[config.mk]
export PLATFORM = sky130hd
export DESIGN_NAME = eth_ipv4_l4_header_parser
export DESIGN_NICKNAME = d
export VERILOG_FILES = /design/src/rtl/core/eil4hp_pkg.sv /design/src/rtl/core/eil4hp_front.sv /design/src/rtl/core/eil4hp_fifo.sv /design/src/rtl/core/eil4hp_back.sv /design/src/rtl/core/eth_ipv4_l4_header_parser.sv
export SDC_FILE = /design/constraint.sdc
export NUM_CORES = 1
export LEC_CHECK = 0
export CELL_PAD_IN_SITES_DETAIL_PLACEMENT = 1
export CELL_PAD_IN_SITES_GLOBAL_PLACEMENT = 1
export CORE_MARGIN = 1
export CORE_UTILIZATION = 47
export CTS_CLUSTER_SIZE = 16
export DETAILED_ROUTE_END_ITERATION = 6
export DONT_BUFFER_PORTS = 1
export PLACE_DENSITY = 0.87
export SKIP_CTS_REPAIR_TIMING = 1
export SLEW_MARGIN = 0
export SYNTH_ARGS = -nofsm -noshare
export SYNTH_HDL_FRONTEND = slang
export SYNTH_SLANG_ARGS = --single-unit
[constraint.sdc]
create_clock -name clk_i -period 10.67 [get_ports clk_i]
set_clock_uncertainty 0.1 [all_clocks]
set_input_delay 1.067 -clock clk_i [delete_from_list [all_inputs] [get_ports clk_i]]
set_output_delay 1.067 -clock clk_i [all_outputs]
set_load 0.03 [all_outputs]
[src/rtl/core/eil4hp_pkg.sv]
// Shared types, constants and helpers for the Ethernet/IPv4/L4 header parser.
// No dependencies; imported by every module of the block.
`default_nettype none

package eil4hp_pkg;

  localparam int unsigned LEN_BITS_DEF = 16;
  localparam int unsigned FRAME_LEN_W  = 16;
  localparam int unsigned QUEUE_DEPTH  = 2;

  localparam logic [15:0] MAX_PAY_RST   = 16'd1500;
  localparam logic [15:0] ETH_TYPE_IPV4 = 16'h0800;
  localparam logic [7:0]  IP_PROTO_TCP  = 8'd6;
  localparam logic [7:0]  IP_PROTO_UDP  = 8'd17;
  localparam logic [3:0]  IHL_MIN       = 4'd5;
  localparam logic [3:0]  TCP_OFF_MIN   = 4'd5;
  localparam logic [6:0]  ETH_HDR_LEN   = 7'd14;
  localparam logic [6:0]  IPV4_HDR_END  = 7'd34;

  typedef struct packed {
    logic [7:0] data_byte;
    logic       last_byte;
  } in_item_t;

  typedef struct packed {
    logic [47:0]            dst_mac;
    logic [47:0]            src_mac;
    logic                   is_ipv4;
    logic [7:0]             ip_protocol;
    logic [31:0]            src_ip;
    logic [31:0]            dst_ip;
    logic                   has_ports;
    logic [15:0]            l4_sport;
    logic [15:0]            l4_dport;
    logic [15:0]            payload_len;
    logic                   truncated;
    logic [FRAME_LEN_W-1:0] frame_len;
  } result_t;

  // Raw capture of one frame, handed from front to back.
  typedef struct packed {
    logic [47:0]            dst_mac;
    logic [47:0]            src_mac;
    logic                   etype_ok;
    logic [3:0]             ihl;
    logic [7:0]             protocol;
    logic [31:0]            src_ip;
    logic [31:0]            dst_ip;
    logic [15:0]            l4_sport;
    logic [15:0]            l4_dport;
    logic [3:0]             tcp_off;
    logic [FRAME_LEN_W-1:0] frame_len;
  } frame_rec_t;

  typedef struct packed {
    logic       push;
    frame_rec_t rec;
  } q_wr_t;

  // Start of the layer-4 header: 14 + 4*IHL, IHL floored at 5. Range 34..74.
  function automatic logic [6:0] l4_start(input logic [3:0] ihl);
    logic [3:0] ihl_e;
    ihl_e = (ihl < IHL_MIN) ? IHL_MIN : ihl;
    return ETH_HDR_LEN + {1'b0, ihl_e, 2'b00};
  endfunction

endpackage

`default_nettype wire

[src/rtl/core/eil4hp_front.sv]
// Front end: counts frame bytes and captures header fields by position.
// Depends on eil4hp_pkg; pushes one frame record per frame into the queue.
`default_nettype none

module eil4hp_front
  import eil4hp_pkg::*;
#(
  parameter int unsigned LEN_BITS = LEN_BITS_DEF
) (
  input  wire logic     clk_i,
  input  wire logic     rst_ni,
  input  wire logic     push,
  input  wire in_item_t in_item_i,
  input  wire logic     q_full_i,
  output q_wr_t         q_wr_o
);

  localparam logic [LEN_BITS-1:0] CntCap = '1;

  logic [LEN_BITS-1:0] cnt_q, cnt_d;
  logic [47:0] dmac_q, dmac_d, smac_q, smac_d;
  logic [15:0] etype_q, etype_d;
  logic [3:0]  ihl_q, ihl_d, toff_q, toff_d;
  logic [7:0]  proto_q, proto_d;
  logic [31:0] sip_q, sip_d, dip_q, dip_d;
  logic [15:0] sport_q, sport_d, dport_q, dport_d;
  logic [LEN_BITS-1:0] l4;
  logic [7:0]  b;
  logic        accept;

  assign b      = in_item_i.data_byte;
  assign accept = push && !q_full_i;
  assign l4     = LEN_BITS'(l4_start(ihl_q));
  assign cnt_d  = (cnt_q != CntCap) ? cnt_q + LEN_BITS'(1) : cnt_q;

  always_comb begin
    dmac_d  = dmac_q;
    smac_d  = smac_q;
    etype_d = etype_q;
    ihl_d   = ihl_q;
    proto_d = proto_q;
    sip_d   = sip_q;
    dip_d   = dip_q;
    sport_d = sport_q;
    dport_d = dport_q;
    toff_d  = toff_q;
    for (int i = 0; i < 6; i++) begin
      if (cnt_q == LEN_BITS'(i))     dmac_d[8*(5-i) +: 8] = b;
      if (cnt_q == LEN_BITS'(i + 6)) smac_d[8*(5-i) +: 8] = b;
    end
    for (int i = 0; i < 2; i++) begin
      if (cnt_q == LEN_BITS'(i + 12)) etype_d[8*(1-i) +: 8] = b;
    end
    if (etype_q == ETH_TYPE_IPV4) begin
      if (cnt_q == LEN_BITS'(14)) ihl_d   = b[3:0];
      if (cnt_q == LEN_BITS'(23)) proto_d = b;
      for (int i = 0; i < 4; i++) begin
        if (cnt_q == LEN_BITS'(i + 26)) sip_d[8*(3-i) +: 8] = b;
        if (cnt_q == LEN_BITS'(i + 30)) dip_d[8*(3-i) +: 8] = b;
      end
      if (proto_q == IP_PROTO_TCP || proto_q == IP_PROTO_UDP) begin
        for (int i = 0; i < 2; i++) begin
          if (cnt_q == l4 + LEN_BITS'(i))     sport_d[8*(1-i) +: 8] = b;
          if (cnt_q == l4 + LEN_BITS'(i + 2)) dport_d[8*(1-i) +: 8] = b;
        end
        if (proto_q == IP_PROTO_TCP && cnt_q == l4 + LEN_BITS'(12)) toff_d = b[7:4];
      end
    end
  end

  always_comb begin
    q_wr_o.push              = accept && in_item_i.last_byte;
    q_wr_o.rec.dst_mac       = dmac_d;
    q_wr_o.rec.src_mac       = smac_d;
    q_wr_o.rec.etype_ok      = (etype_d == ETH_TYPE_IPV4);
    q_wr_o.rec.ihl           = ihl_d;
    q_wr_o.rec.protocol      = proto_d;
    q_wr_o.rec.src_ip        = sip_d;
    q_wr_o.rec.dst_ip        = dip_d;
    q_wr_o.rec.l4_sport      = sport_d;
    q_wr_o.rec.l4_dport      = dport_d;
    q_wr_o.rec.tcp_off       = toff_d;
    q_wr_o.rec.frame_len     = FRAME_LEN_W'(cnt_d);
  end

  // Frame state clears on the last beat, ready for the next frame.
  always_ff @(posedge clk_i or negedge rst_ni) begin
    if (!rst_ni) begin
      cnt_q   <= '0;
      dmac_q  <= '0;
      smac_q  <= '0;
      etype_q <= '0;
      ihl_q   <= '0;
      proto_q <= '0;
      sip_q   <= '0;
      dip_q   <= '0;
      sport_q <= '0;
      dport_q <= '0;
      toff_q  <= '0;
    end else if (accept) begin
      if (in_item_i.last_byte) begin
        cnt_q   <= '0;
        dmac_q  <= '0;
        smac_q  <= '0;
        etype_q <= '0;
        ihl_q   <= '0;
        proto_q <= '0;
        sip_q   <= '0;
        dip_q   <= '0;
        sport_q <= '0;
        dport_q <= '0;
        toff_q  <= '0;
      end else begin
        cnt_q   <= cnt_d;
        dmac_q  <= dmac_d;
        smac_q  <= smac_d;
        etype_q <= etype_d;
        ihl_q   <= ihl_d;
        proto_q <= proto_d;
        sip_q   <= sip_d;
        dip_q   <= dip_d;
        sport_q <= sport_d;
        dport_q <= dport_d;
        toff_q  <= toff_d;
      end
    end
  end

endmodule

`default_nettype wire

[src/rtl/core/eil4hp_fifo.sv]
// Short record queue between front and back of the header parser.
// Depends on eil4hp_pkg for the record type and depth.
`default_nettype none

module eil4hp_fifo
  import eil4hp_pkg::*;
(
  input  wire logic  clk_i,
  input  wire logic  rst_ni,
  input  wire q_wr_t q_wr_i,
  input  wire logic  pop_i,
  output logic       full_o,
  output logic       empty_o,
  output frame_rec_t head_o
);

  localparam int unsigned PtrW = (QUEUE_DEPTH > 1) ? $clog2(QUEUE_DEPTH) : 1;
  localparam int unsigned CntW = $clog2(QUEUE_DEPTH + 1);
  localparam logic [PtrW-1:0] PtrLast = PtrW'(QUEUE_DEPTH - 1);

  frame_rec_t          slot_q [QUEUE_DEPTH];
  logic [PtrW-1:0]     wptr_q, rptr_q;
  logic [CntW-1:0]     cnt_q;
  logic                wr, rd;

  assign full_o  = (cnt_q == CntW'(QUEUE_DEPTH));
  assign empty_o = (cnt_q == '0);
  assign wr      = q_wr_i.push && !full_o;
  assign rd      = pop_i && !empty_o;
  assign head_o  = slot_q[rptr_q];

  always_ff @(posedge clk_i) begin
    if (wr) begin
      slot_q[wptr_q] <= q_wr_i.rec;
    end
  end

  always_ff @(posedge clk_i or negedge rst_ni) begin
    if (!rst_ni) begin
      wptr_q <= '0;
      rptr_q <= '0;
      cnt_q  <= '0;
    end else begin
      if (wr) begin
        wptr_q <= (wptr_q == PtrLast) ? '0 : wptr_q + PtrW'(1);
      end
      if (rd) begin
        rptr_q <= (rptr_q == PtrLast) ? '0 : rptr_q + PtrW'(1);
      end
      if (wr && !rd) begin
        cnt_q <= cnt_q + CntW'(1);
      end else if (rd && !wr) begin
        cnt_q <= cnt_q - CntW'(1);
      end
    end
  end

  // No write is ever dropped: the front stalls on full.
  assert property (@(posedge clk_i) disable iff (!rst_ni)
    q_wr_i.push |-> !full_o)
    else $error("eil4hp_fifo: write while full");

  assert property (@(posedge clk_i) disable iff (!rst_ni)
    wr && !rd |=> cnt_q == $past(cnt_q) + CntW'(1))
    else $error("eil4hp_fifo: fill count missed a write");

  assert property (@(posedge clk_i) disable iff (!rst_ni)
    !empty_o && !full_o |-> (wptr_q != rptr_q))
    else $error("eil4hp_fifo: pointers disagree with fill count");

endmodule

`default_nettype wire

[src/rtl/core/eil4hp_back.sv]
// Back end: turns a captured frame record into a summary and holds it for pop.
// Depends on eil4hp_pkg; owns the max_payload_len register.
`default_nettype none

module eil4hp_back
  import eil4hp_pkg::*;
(
  input  wire logic        clk_i,
  input  wire logic        rst_ni,
  input  wire logic        cfg_we_i,
  input  wire logic [15:0] cfg_wdata_i,
  input  wire logic        q_empty_i,
  input  wire frame_rec_t  head_i,
  output logic             q_pop_o,
  input  wire logic        pop,
  output logic             empty,
  output result_t          res_o
);

  logic [15:0]            max_pay_q;
  logic                   valid_q;
  result_t                res_q, res_d;
  logic [FRAME_LEN_W-1:0] n;
  logic [6:0]             l4;
  logic [3:0]             toff_e;
  logic [7:0]             hs;
  logic                   ipv4, tcp, udp, l4_full, ports, trunc;
  logic [FRAME_LEN_W-1:0] diff;
  logic [15:0]            pay;

  assign n      = head_i.frame_len;
  assign l4     = l4_start(head_i.ihl);
  assign ipv4   = (n >= FRAME_LEN_W'(ETH_HDR_LEN)) && head_i.etype_ok;
  assign tcp    = ipv4 && (head_i.protocol == IP_PROTO_TCP);
  assign udp    = ipv4 && (head_i.protocol == IP_PROTO_UDP);
  assign l4_full = (n >= FRAME_LEN_W'(l4) + FRAME_LEN_W'(4));
  assign ports  = (tcp || udp) && l4_full;
  assign trunc  = (n < FRAME_LEN_W'(ETH_HDR_LEN))
               || (ipv4 && n < FRAME_LEN_W'(IPV4_HDR_END))
               || ((tcp || udp) && !l4_full)
               || (tcp && n < FRAME_LEN_W'(l4) + FRAME_LEN_W'(13));
  assign toff_e = (head_i.tcp_off < TCP_OFF_MIN) ? TCP_OFF_MIN : head_i.tcp_off;
  assign hs     = tcp ? {1'b0, l4} + {2'b00, toff_e, 2'b00} : {1'b0, l4} + 8'd8;
  assign diff   = (n > FRAME_LEN_W'(hs)) ? n - FRAME_LEN_W'(hs) : '0;

  always_comb begin
    pay = '0;
    if (ports && !trunc) begin
      pay = (16'(diff) > max_pay_q) ? max_pay_q : 16'(diff);
    end
    res_d.dst_mac     = head_i.dst_mac;
    res_d.src_mac     = head_i.src_mac;
    res_d.is_ipv4     = ipv4;
    res_d.ip_protocol = ipv4 ? head_i.protocol : '0;
    res_d.src_ip      = ipv4 ? head_i.src_ip : '0;
    res_d.dst_ip      = ipv4 ? head_i.dst_ip : '0;
    res_d.has_ports   = ports;
    res_d.l4_sport    = ports ? head_i.l4_sport : '0;
    res_d.l4_dport    = ports ? head_i.l4_dport : '0;
    res_d.payload_len = pay;
    res_d.truncated   = trunc;
    res_d.frame_len   = n;
  end

  // Output stage refills in the same cycle it is popped, if the queue holds a record.
  assign q_pop_o = !q_empty_i && (!valid_q || pop);
  assign empty   = !valid_q;
  assign res_o   = res_q;

  always_ff @(posedge clk_i) begin
    if (q_pop_o) begin
      res_q <= res_d;
    end
  end

  always_ff @(posedge clk_i or negedge rst_ni) begin
    if (!rst_ni) begin
      valid_q   <= 1'b0;
      max_pay_q <= MAX_PAY_RST;
    end else begin
      if (cfg_we_i) begin
        max_pay_q <= cfg_wdata_i;
      end
      if (q_pop_o) begin
        valid_q <= 1'b1;
      end else if (pop) begin
        valid_q <= 1'b0;
      end
    end
  end

  assert property (@(posedge clk_i) disable iff (!rst_ni)
    valid_q && !res_q.has_ports |-> res_q.payload_len == '0)
    else $error("eil4hp_back: payload length without ports");

  assert property (@(posedge clk_i) disable iff (!rst_ni)
    valid_q && res_q.has_ports |-> res_q.is_ipv4)
    else $error("eil4hp_back: ports on a non-IPv4 frame");

  assert property (@(posedge clk_i) disable iff (!rst_ni)
    valid_q && res_q.is_ipv4 |-> res_q.frame_len >= FRAME_LEN_W'(ETH_HDR_LEN))
    else $error("eil4hp_back: IPv4 flagged on a short frame");

  assert property (@(posedge clk_i) disable iff (!rst_ni)
    valid_q && !res_q.is_ipv4 |-> res_q.ip_protocol == '0 && res_q.src_ip == '0)
    else $error("eil4hp_back: IPv4 fields leak on a non-IPv4 frame");

endmodule

`default_nettype wire

[src/rtl/core/eth_ipv4_l4_header_parser.sv]
// Ethernet/IPv4/TCP-UDP header parser, one frame byte per beat, one summary per frame.
// Throughput: one byte every cycle while full is low; a summary per cycle at most
//   (frames of one byte). The edge that takes the last byte writes the record queue;
//   the back output register takes the record once free, which puts it on res_o.
// Reset: all frame state and queues empty, max_payload_len back to 1500.
// Depends on eil4hp_pkg, eil4hp_front, eil4hp_fifo, eil4hp_back.
`default_nettype none

module eth_ipv4_l4_header_parser
  import eil4hp_pkg::*;
#(
  parameter int unsigned LEN_BITS = LEN_BITS_DEF
) (
  input  wire logic        clk_i,
  input  wire logic        rst_ni,
  // byte side: queue-like, a beat is taken on push && !full
  input  wire logic        push,
  output logic             full,
  input  wire in_item_t    in_item_i,
  // summary side: head of the result queue while !empty
  output logic             empty,
  input  wire logic        pop,
  output result_t          res_o,
  // max_payload_len write port
  input  wire logic        cfg_we_i,
  input  wire logic [15:0] cfg_wdata_i
);

  q_wr_t      q_wr;
  logic       q_full, q_empty, q_pop;
  frame_rec_t q_head;

  // The front stalls the byte side while the record queue is full; with the
  // back draining one record per cycle this only happens under result back-pressure.
  assign full = q_full;

  eil4hp_front #(
    .LEN_BITS (LEN_BITS)
  ) u_front (
    .clk_i     (clk_i),
    .rst_ni    (rst_ni),
    .push      (push),
    .in_item_i (in_item_i),
    .q_full_i  (q_full),
    .q_wr_o    (q_wr)
  );

  // Decouples header capture from the summary stage.
  eil4hp_fifo u_fifo (
    .clk_i   (clk_i),
    .rst_ni  (rst_ni),
    .q_wr_i  (q_wr),
    .pop_i   (q_pop),
    .full_o  (q_full),
    .empty_o (q_empty),
    .head_o  (q_head)
  );

  // Length arithmetic, clamp and output register.
  eil4hp_back u_back (
    .clk_i       (clk_i),
    .rst_ni      (rst_ni),
    .cfg_we_i    (cfg_we_i),
    .cfg_wdata_i (cfg_wdata_i),
    .q_empty_i   (q_empty),
    .head_i      (q_head),
    .q_pop_o     (q_pop),
    .pop         (pop),
    .empty       (empty),
    .res_o       (res_o)
  );

endmodule

`default_nettype wire

==> results of run 1 <==
==> area by class of cell <==
class                   count  area [µm²]
multi-input cells        1926       12500
flip-flops and latches    946       27100
inverters                  54         210
clock buffers             143        2710
repair buffers             33         275
fillers                  8549       40800
well taps                1144        1430
diodes                      1        2.50
clock inverters            38         434
==> path summary, 6_finish.rpt <==
kind                                   from              endpoint  slack (ns)  depth (start not counted)
max                           u_fifo.rptr_q      u_back.res_o[25]        1.70                         21
min                                  rst_ni  u_back.max_pay_q[14]        0.04                          0
max reg2reg                   u_fifo.rptr_q      u_back.res_o[25]        1.70                         21
min reg2reg                u_front.sip_q[1]      u_front.sip_q[1]        0.39                          2
max in group asynchronous            rst_ni  u_back.max_pay_q[15]        9.56                          1
min in group clk_i                 cfg_we_i  u_back.max_pay_q[10]        0.36                          1
==> logic make-up after synthesis <==
| logic type | after synthesis |
|---|---|
| compound gates | 698 |
| xor+xnor | 35 |
| fa+ha+maj | 51 |
| buf+inv | 271 |
| flops | 946 |
| mux | 277 |
| simple gates | 865 |
==> registers in the layout, indices dropped and copies added, names as in the netlist, 4 cells and up <==
| register | count |
|---|---|
| u_front.toff_q | 4 |
| u_front.dmac_q | 48 |
| u_front.etype_q | 16 |
| u_front.sport_q | 16 |
| u_back.res_o | 235 |
| u_front.cnt_q | 16 |
| u_front.ihl_q | 4 |
| u_fifo.slot_q | 450 |
| u_front.smac_q | 48 |
| u_front.dip_q | 32 |
| u_front.proto_q | 8 |
| u_front.sip_q | 32 |
| u_front.dport_q | 16 |
| u_back.max_pay_q | 16 |
==> stage by stage <==
stage               hold WS [ns]  cells
global route             0.00525   4284
CTS                      -0.0306   4283
finish                    0.0379   4285
detailed placement         0.373   4102
global placement           0.361   4102
floorplan                  0.350   3143
==> routing by layer <==
layer,part of all wire (%),GRT usage (%)
met1,39,32.6
met2,50,44.4
met3,6.0,4.76
met4,4.5,12.6
met5,0,0
==> critical path, stage by stage, from the launching register on <==
cell       delay (ns)
dfrtp_4          0.81
buf_4            0.62
buf_4            0.70
mux2_2           0.52
or2_2            0.33
a211oi_1         0.33
a21oi_2          0.19
mux2i_1          0.18
ha_1             0.39
a21oi_1          0.25
o22ai_1          0.18
o41ai_4          0.86
a21o_1           0.36
nor3_1           0.10
ha_1             0.30
nand3_1          0.10
nor3_1           0.36
o211ai_1         0.15
a22oi_1          0.99
buf_4            0.37
nor2_1           0.05
a2111oi_0        0.42
==> report_power, final <==
group          switching [µW]  internal [µW]  total, µW
Clock                    1410           1980       3390
Combinational            2410           1260       3670
Sequential               1370           5410       6780
==> cell usage in the layout (no fill, tap or decap), types with 32 or more instances in the layout <==
| cell type | netlist | final |
|---|---|---|
| nor3b_1 | 36 | 36 |
| clkbuf_16 | 0 | 99 |
| a221o_1 | 32 | 32 |
| ha_1 | 49 | 49 |
| edfxtp_1 | 685 | 685 |
| mux2i_1 | 132 | 132 |
| dfrtp_1 | 254 | 253 |
| nor3_1 | 36 | 36 |
| nand2_1 | 445 | 444 |
| a22oi_1 | 108 | 108 |
| mux2_2 | 144 | 144 |
| o221ai_1 | 74 | 74 |
| inv_1 | 54 | 53 |
| nor2_1 | 187 | 186 |
| o21ai_0 | 327 | 327 |
| clkbuf_1 | 158 | 37 |
==> impl_metrics.tcl, run 1 <==
set metrics [dict create \
    setup_tns_ns 0 \
    detail_route.wirelength_um 116000 \
    synth_fa_ha_area_share_pct 1.58 \
    die_h_um 296 \
    first_iter_violations 2237 \
    dp_hpwl_um 69600 \
    syn_to_final_growth_pct 9.86 \
    cts_made_buffers 97 \
    start_util_pct 47.6 \
    leakage_uw 0.0166 \
    setup_slack_ns 1.70 \
    tritoncts "yes" \
    start_kind "flop" \
    crit_arrival_ns 9.30 \
    clk_pin_slew_ns 0.06 \
    synth-simple-area-share_pct 9.68 \
    grt_max_degree 262 \
    drive_gt1_share_pct 11.2 \
    syn-num-nets 3223 \
    drc 0 \
    dr_total_vias 26691 \
    clockBufferDepth 3 \
    syn_area_um2 40700 \
    synth_compound_area_share_pct 11.3 \
    min_period_ns 8.97 \
    post-synth-top-area-cell "edfxtp_1" \
    status "complete, no violations" \
    final_area_um2 44700 \
    synth_edf_count 685 \
    syn_avg_cell_area_um2 12.9 \
    yosysWarnings 0 \
    portBuffers 0 \
    pre_cts_ws_ns 1.68 \
    antenna_found_initial 1 \
    synthXorXnorAreaFrac_pct 0.788 \
    final_core_util_pct 52.3 \
    viasPerCell 6.23 \
    synth.most_common_cell "edfxtp_1" \
    crit_type "reg2reg" \
    rsz0062_at_grt "false" \
    coreArea_um2 85400 \
    setup_viol 0 \
    htreeDepth 3 \
    post-route-period-util_pct 84.1 \
    grt_pass1_wl_um 174000 \
    postSynth.asyncResetShare_pct 27.6 \
    finalNetCount 3138 \
    clk_latency_ns 0.67 \
    dieArea_um2 87700 \
    gp_congestion 0.855 \
    worst-path-max-fanout 50 \
    yosysUniqueCellTypes 85 \
    globalRoute.totalOverflow 0 \
    synthFlopType "edfxtp_1" \
    synth_area_leaders "edfxtp_1, dfrtp_1, nand2_1, o21ai_0, mux2_2" \
    clock.fmax_mhz 111 \
    ios 267 \
    root_buffer "clkbuf_16" \
    grt.total_usage_pct 26.3 \
    synth-seq-cells 946 \
    rows 107 \
    report.power.total_uw 13800 \
    grt_pass1_vias 28091 \
    synthMuxAreaShare_pct 7.27 \
    drt_first_pass_iters 5 \
    placed_cell_area_um2 41500 \
    wl_per_cell_um 27.1 \
    worst_pin_slew_ns 1.28 \
    die_w_um 296 \
    detail-route-antenna-nets 0 \
    synth_top_area_share_pct 50.6 \
    clkSinkCount 946 \
    hold_class "in2async" \
    crit_required_ns 11.00 \
    slew_violations 0 \
    vdd_drop_max_mv 0.141 \
    powerDensity_nw_per_um2 310 \
    ys_seq_area_share_pct 66.7 \
    synth_top_family_by_area "compound AO/OA/AOI/OAI gates" \
    finalHoldViolCount 0 \
    yosys-top-cells-count "edfxtp_1, nand2_1, o21ai_0" \
    cap_violations 0 \
    postSynthCellCount 3143 \
    maxSlewHeadroom_pct 14.7 \
    cp-end-kind "flop" \
]
No activity file was read; power rests on OpenSTA's default activity.
==> run 2: changes to the inputs <==
--- a/config.mk
+++ b/config.mk
@@ -5,14 +5,15 @@
 export SDC_FILE = /design/constraint.sdc
 export NUM_CORES = 1
 export LEC_CHECK = 0
+export ABC_AREA = 1
 export CELL_PAD_IN_SITES_DETAIL_PLACEMENT = 1
 export CELL_PAD_IN_SITES_GLOBAL_PLACEMENT = 1
 export CORE_MARGIN = 1
-export CORE_UTILIZATION = 47
+export CORE_UTILIZATION = 46
 export CTS_CLUSTER_SIZE = 16
 export DETAILED_ROUTE_END_ITERATION = 6
 export DONT_BUFFER_PORTS = 1
-export PLACE_DENSITY = 0.87
+export PLACE_DENSITY = 0.88
 export SKIP_CTS_REPAIR_TIMING = 1
 export SLEW_MARGIN = 0
 export SYNTH_ARGS = -nofsm -noshare
==> constraint.sdc (replaced) <==
create_clock -name clk_i -period 7.2 [get_ports clk_i]
set_clock_uncertainty 0.1 [all_clocks]
set_input_delay 0.72 -clock clk_i [delete_from_list [all_inputs] [get_ports clk_i]]
set_output_delay 0.72 -clock clk_i [all_outputs]
set_load 0.03 [all_outputs]
==> run 2 against run 1 <==
Compared with the run above: the flow now finishes with violations (negative hold slack, max-slew violations); register-to-register slack lost 0.98 ns; maximum frequency increased by 38%; die area shrank 1.3%; final area is 2.1% lower; power rose by 39%; critical endpoint is now u_back.res_o[23]; largest cell class unchanged.
==> impl_metrics.tcl, run 2 <==
set metrics [dict create \
    maxSlewHeadroom_pct -19.2 \
    cp-end-kind "flop" \
    worst_pin_slew_ns 1.79 \
    wl_per_cell_um 23.5 \
    violations "negative hold slack, max-slew violations" \
    n_antenna_cell 0 \
    detail_route.wirelength_um 112000 \
    leakage_uw 0.0180 \
    cap_violations 0 \
    syn_area_um2 39300 \
    slowest_stage "dfrtp_4" \
    clock.fmax_mhz 154 \
    largest_register_ff_count 450 \
    ios 267 \
    yosysWarnings 0 \
    post-route-period-util_pct 90.0 \
    worst-path-max-fanout 33 \
    syn_to_final_growth_pct 11.3 \
    clockBufferDepth 3 \
    ys_seq_area_share_pct 69.0 \
    syn_avg_cell_area_um2 11.1 \
    start_kind "flop" \
    tritoncts "yes" \
    syn-num-nets 3634 \
    clk_latency_ns 0.68 \
    max_stage_delay_ns 0.71 \
    viasPerCell 5.68 \
    regMostFlops "u_fifo.slot_q" \
    dr_total_vias 26944 \
    die_w_um 294 \
    setup_slack_ns 0.722 \
    root_buffer "clkbuf_16" \
    dieArea_um2 86600 \
    post-synth-top-area-cell "edfxtp_1" \
    grt.total_usage_pct 25.7 \
    grt_max_degree 262 \
    postSynth.asyncResetShare_pct 27.6 \
    finalHoldViolCount 2 \
    final_common_cell "nand2_1" \
    crit_required_ns 7.51 \
    powerDensity_nw_per_um2 439 \
    critPathMostFrequentCell "nor2_1" \
    pre_cts_ws_ns 0.327 \
    synth_area_leaders "edfxtp_1, dfrtp_1, nand2_1, o21ai_0, inv_1" \
    first_iter_violations 2068 \
    grt_pass1_wl_um 170000 \
    min_period_ns 6.48 \
    finalNetCount 3602 \
    yosysUniqueCellTypes 51 \
    portBuffers 0 \
    setup_viol 0 \
    gp_congestion 0.876 \
    drive_gt1_share_pct 7.35 \
    status "finished, violations left" \
    final_cell_mix "nand2_1, edfxtp_1, o21ai_0" \
    worst_hold_slack_ns -0.0105 \
    grt_pass1_vias 28876 \
    drc 0 \
    critPathBufInv 7 \
    start_util_pct 46.7 \
    die_h_um 294 \
    detail-route-antenna-nets 0 \
    synth-seq-cells 946 \
    synth_edf_count 685 \
    clkSinkCount 946 \
    yosys-top-cells-count "nand2_1, edfxtp_1, o21ai_0" \
    clk_pin_slew_ns 0.06 \
    vdd_drop_max_mv 0.684 \
    crit_type "reg2reg" \
    dp_hpwl_um 65300 \
    slew_violations 264 \
    antenna_found_initial 3 \
    synth.most_common_cell "nand2_1" \
    postSynthCellCount 3554 \
    rsz0062_at_grt "false" \
    cts_made_buffers 97 \
    path_delay_family "simple AND/OR/NAND/NOR gates" \
    hold_class "in2async" \
    coreArea_um2 84100 \
    drt_first_pass_iters 5 \
    synth_top_area_share_pct 52.4 \
    htreeDepth 3 \
    report.power.total_uw 19200 \
    synthFlopType "edfxtp_1" \
    rows 106 \
    crit_arrival_ns 6.79 \
    setup_tns_ns 0 \
    globalRoute.totalOverflow 0 \
]
-- run 2: cell types whose count changed in the layout (fill, tap and decap cells not counted), sizes merged, moves of 32 or more --
cell,previous run,this run
a21oi,31,130
a221o,32,0
a22o,2,98
a22oi,108,0
inv,54,243
mux2,144,1
mux2i,133,0
nand2,448,1221
nand3,34,105
nor2,187,146
nor3b,37,1
o221ai,74,0
-- run 2: routing by layer --
metal / share of wire [%] / track usage [%] / vias up / wire length, µm
met5: 0 / 0 / - / 0
met4: 3.2 / 9.25 / 0 / 3530
met3: 5.7 / 4.36 / 225 / 6350
met2: 51 / 45.1 / 962 / 57000
met1: 40 / 32.0 / 13776 / 44700
li1: - / - / 11981 / -
-- run 2: path summary, 6_finish.rpt --
check                                   from                   end  slack (ns)  cells after the start
setup / recovery               u_fifo.rptr_q      u_back.res_o[23]        0.72                     33
hold / removal                        rst_ni  u_back.max_pay_q[15]       -0.01                      1
setup reg to reg               u_fifo.rptr_q      u_back.res_o[23]        0.72                     33
hold reg to reg            u_front.sip_q[31]     u_front.sip_q[31]        0.38                      2
max in group asynchronous             rst_ni     u_front.dip_q[26]        5.58                      1
min in group clk_i                  cfg_we_i   u_back.max_pay_q[7]        0.03                      1
-- run 2: report_power, final --
| group | internal [µW] | leakage [µW] | switching (µW) |
|---|---|---|---|
| clock | 3150 | 0.00165 | 2170 |
| combinational | 1160 | 0.00612 | 3420 |
| sequential | 7430 | 0.0102 | 1840 |
| total | 11700 | 0.0180 | 7440 |
-- run 2: area by class of cell --
cell class | instances | area [µm²]
Clock buffer | 139 | 2800
Clock inverter | 44 | 572
Fill cell | 8811 | 40400
Inverter | 237 | 897
Multi-Input combinational cell | 2205 | 10600
Sequential cell | 946 | 27100
Tap cell | 1134 | 1420
Timing Repair Buffer | 35 | 333
-- run 2: cells by family (layout without fill, tap and decap cells) --
family | Yosys count | after routing | share of synthesized area (%)
fa+ha+maj | 50 | 50 | 1.61
buf+inv | 403 | 455 | 4.17
simple gates | 1543 | 1543 | 15.8
xor+xnor | 22 | 22 | 0.490
flops | 946 | 946 | 69.0
compound gates | 589 | 589 | 8.87
mux | 1 | 1 | 0.0287
-- run 2: worst reg2reg max path, delay by kind of cell (launching register included) --
| kind | cells | cell delay (ns) |
|---|---|---|
| adder cells (fa/ha/maj) | 4 | 1.22 |
| AND/OR/NAND/NOR | 17 | 2.17 |
| buffers and inverters | 7 | 0.94 |
| AO/OA/AOI/OAI | 5 | 1.08 |
| flip-flops | 1 | 0.71 |
-- run 2: through the flow --
stage / cell area [µm²] / util (%) / std cells
after floorplan: 39300 / - / 3554
after global placement: 40300 / 47.9 / 4556
after detailed placement: 40300 / 47.9 / 4556
after CTS: 43700 / 52.0 / 4739
after global routing: 43700 / 52.0 / 4740
final: 43700 / 52.0 / 4740
==> run 3: changes to the inputs <==
--- a/config.mk
+++ b/config.mk
@@ -13,7 +13,7 @@
 export CTS_CLUSTER_SIZE = 16
 export DETAILED_ROUTE_END_ITERATION = 6
 export DONT_BUFFER_PORTS = 1
-export PLACE_DENSITY = 0.88
+export PLACE_DENSITY_LB_ADDON = 0.1
 export SKIP_CTS_REPAIR_TIMING = 1
 export SLEW_MARGIN = 0
 export SYNTH_ARGS = -nofsm -noshare
==> run 3 against run 2 <==
Compared with the run above: the run ends with max-slew violations left; critical endpoint is now u_back.res_o[19]; maximum frequency grew 2.1%; via count decreased by 4.4%; largest power group unchanged; critical path depth is 1 lower; register-to-register slack improved by 0.13 ns; core utilization increased by 0.19 points.
==> impl_metrics.tcl, run 3 (same netlist as run 2, synthesis figures left out) <==
set metrics [dict create \
    rows 106 \
    globalRoute.totalOverflow 0 \
    leakage_uw 0.0180 \
    slew_violations 139 \
    finalHoldViolCount 0 \
    powerDensity_nw_per_um2 439 \
    final_core_util_pct 52.2 \
    clock.fmax_mhz 158 \
    max_stage_delay_ns 0.65 \
    worst_hold_slack_ns 0.0261 \
    finalNetCount 3606 \
    setup_tns_ns 0 \
    root_buffer "clkbuf_16" \
    start_kind "flop" \
    rsz0062_at_grt "false" \
    detail_route.wirelength_um 105000 \
    worst_pin_slew_ns 1.71 \
    drc 0 \
    cap_violations 0 \
    gp_congestion 0.831 \
    die_h_um 294 \
    crit_arrival_ns 6.67 \
    first_iter_violations 1440 \
    final_cell_mix "nand2_1, edfxtp_1, o21ai_0" \
    placed_cell_area_um2 40300 \
    crit_required_ns 7.52 \
    clk_latency_ns 0.68 \
    fillCellCount 8883 \
    die_w_um 294 \
    coreArea_um2 84100 \
    min_period_ns 6.34 \
    grtUsageMet2_pct 42.2 \
    largest_register_ff_count 450 \
    dr_total_vias 25771 \
    antenna_found_initial 5 \
    critPathMostFrequentCell "nand2_1" \
    grt_max_degree 262 \
    clk_pin_slew_ns 0.06 \
    wl_per_cell_um 22.2 \
    htreeDepth 3 \
    r2r_setup_slack_ns 0.86 \
    r2r-end "u_back.res_o[19]" \
    setup_viol 0 \
    final_common_cell "nand2_1" \
    regMostFlops "u_fifo.slot_q" \
    crit_type "reg2reg" \
    start_util_pct 46.7 \
    portBuffers 0 \
    detail-route-antenna-nets 0 \
    n_antenna_cell 0 \
    tritoncts "yes" \
    violations "max-slew violations" \
    reg2regPathDepth 32 \
    viasPerCell 5.43 \
    final_area_um2 43900 \
    status "finished, violations left" \
    syn_to_final_growth_pct 11.7 \
    post-route-period-util_pct 88.1 \
    grt-busiest-layer "met2" \
    dp_hpwl_um 63200 \
    dieArea_um2 86600 \
    final_cells 4748 \
    cts_made_buffers 101 \
    drt_first_pass_iters 5 \
    grt_use_met3_pct 3.38 \
    clockBufferDepth 3 \
    grt_pass1_wl_um 162000 \
    grt.total_usage_pct 24.5 \
    timing.rr.start "u_fifo.rptr_q" \
    dp.cells 4555 \
    hold_class "in2async" \
    gr-usage-met1_pct 32.0 \
    worst-path-max-fanout 28 \
    vdd_drop_max_mv 0.416 \
    drive_gt1_share_pct 7.42 \
    maxSlewHeadroom_pct -14.1 \
    cp-end-kind "flop" \
    clkSinkCount 946 \
    grt_pass1_vias 27518 \
    ios 267 \
    slowest_stage "dfrtp_4" \
]
[run 3: changes by cell type in the layout (fill, tap and decap cells not counted), moves of 3 or more]
cell	change
clkbuf_8	-7
clkinv_16	+4
inv_1	-8
bufinv_16	+3
clkinv_2	+4
inv_2	+3
clkinv_1	+10
clkbuf_16	+3
inv_6	-5
[run 3: worst max path at each step]
stage                     slack, ns     startpoint                  end
after detailed placement       0.60  u_fifo.rptr_q     u_back.res_o[19]
after global placement         0.90  u_fifo.rptr_q     u_back.res_o[18]
final                          0.86  u_fifo.rptr_q     u_back.res_o[19]
after global routing           0.09  u_fifo.rptr_q     u_back.res_o[19]
after CTS                      0.62  u_fifo.rptr_q     u_back.res_o[19]
after floorplan               -0.51           push  u_fifo.slot_q[0][0]
[run 3: area by class of cell]
cell class / instances / area (µm²) / share of cell area (%)
inverters: 237 / 900 / 2.05
clock buffers: 135 / 2780 / 6.33
well taps: 1134 / 1420 / 3.23
clock inverters: 56 / 774 / 1.76
multi-input cells: 2205 / 10600 / 24.1
flip-flops and latches: 946 / 27100 / 61.8
repair buffers: 35 / 323 / 0.736
[run 3: critical path: cells and delay by family, from the launching register on]
family	cells	cell delay (ns)
AND/OR/NAND/NOR	19	2.41
adder cells (fa/ha/maj)	4	1.25
AO/OA/AOI/OAI	4	1.08
flip-flops	1	0.65
buffers and inverters	5	0.63
[run 3: per-stage QoR]
step	worst slack [ns]	power, µW
3_5_place_dp	0.597	13900
4_1_cts	0.617	19400
5_1_grt	0.0927	20200
3_3_place_gp	0.897	13700
2_1_floorplan	-0.505	12300
6_report	0.856	19300
[run 3: metal layers]
metal / vias to the layer above / wire [µm]
met4: 2 / 2870
met1: 13149 / 45900
li1: 11980 / -
met2: 497 / 52400
met5: - / 7
met3: 143 / 4050
[run 3: where the power goes]
part | leakage (µW) | switching, µW | internal [µW]
clock network | 0.00173 | 2220 | 3270
logic | 0.00609 | 3410 | 1160
registers | 0.0102 | 1760 | 7430
total | 0.0180 | 7390 | 11900
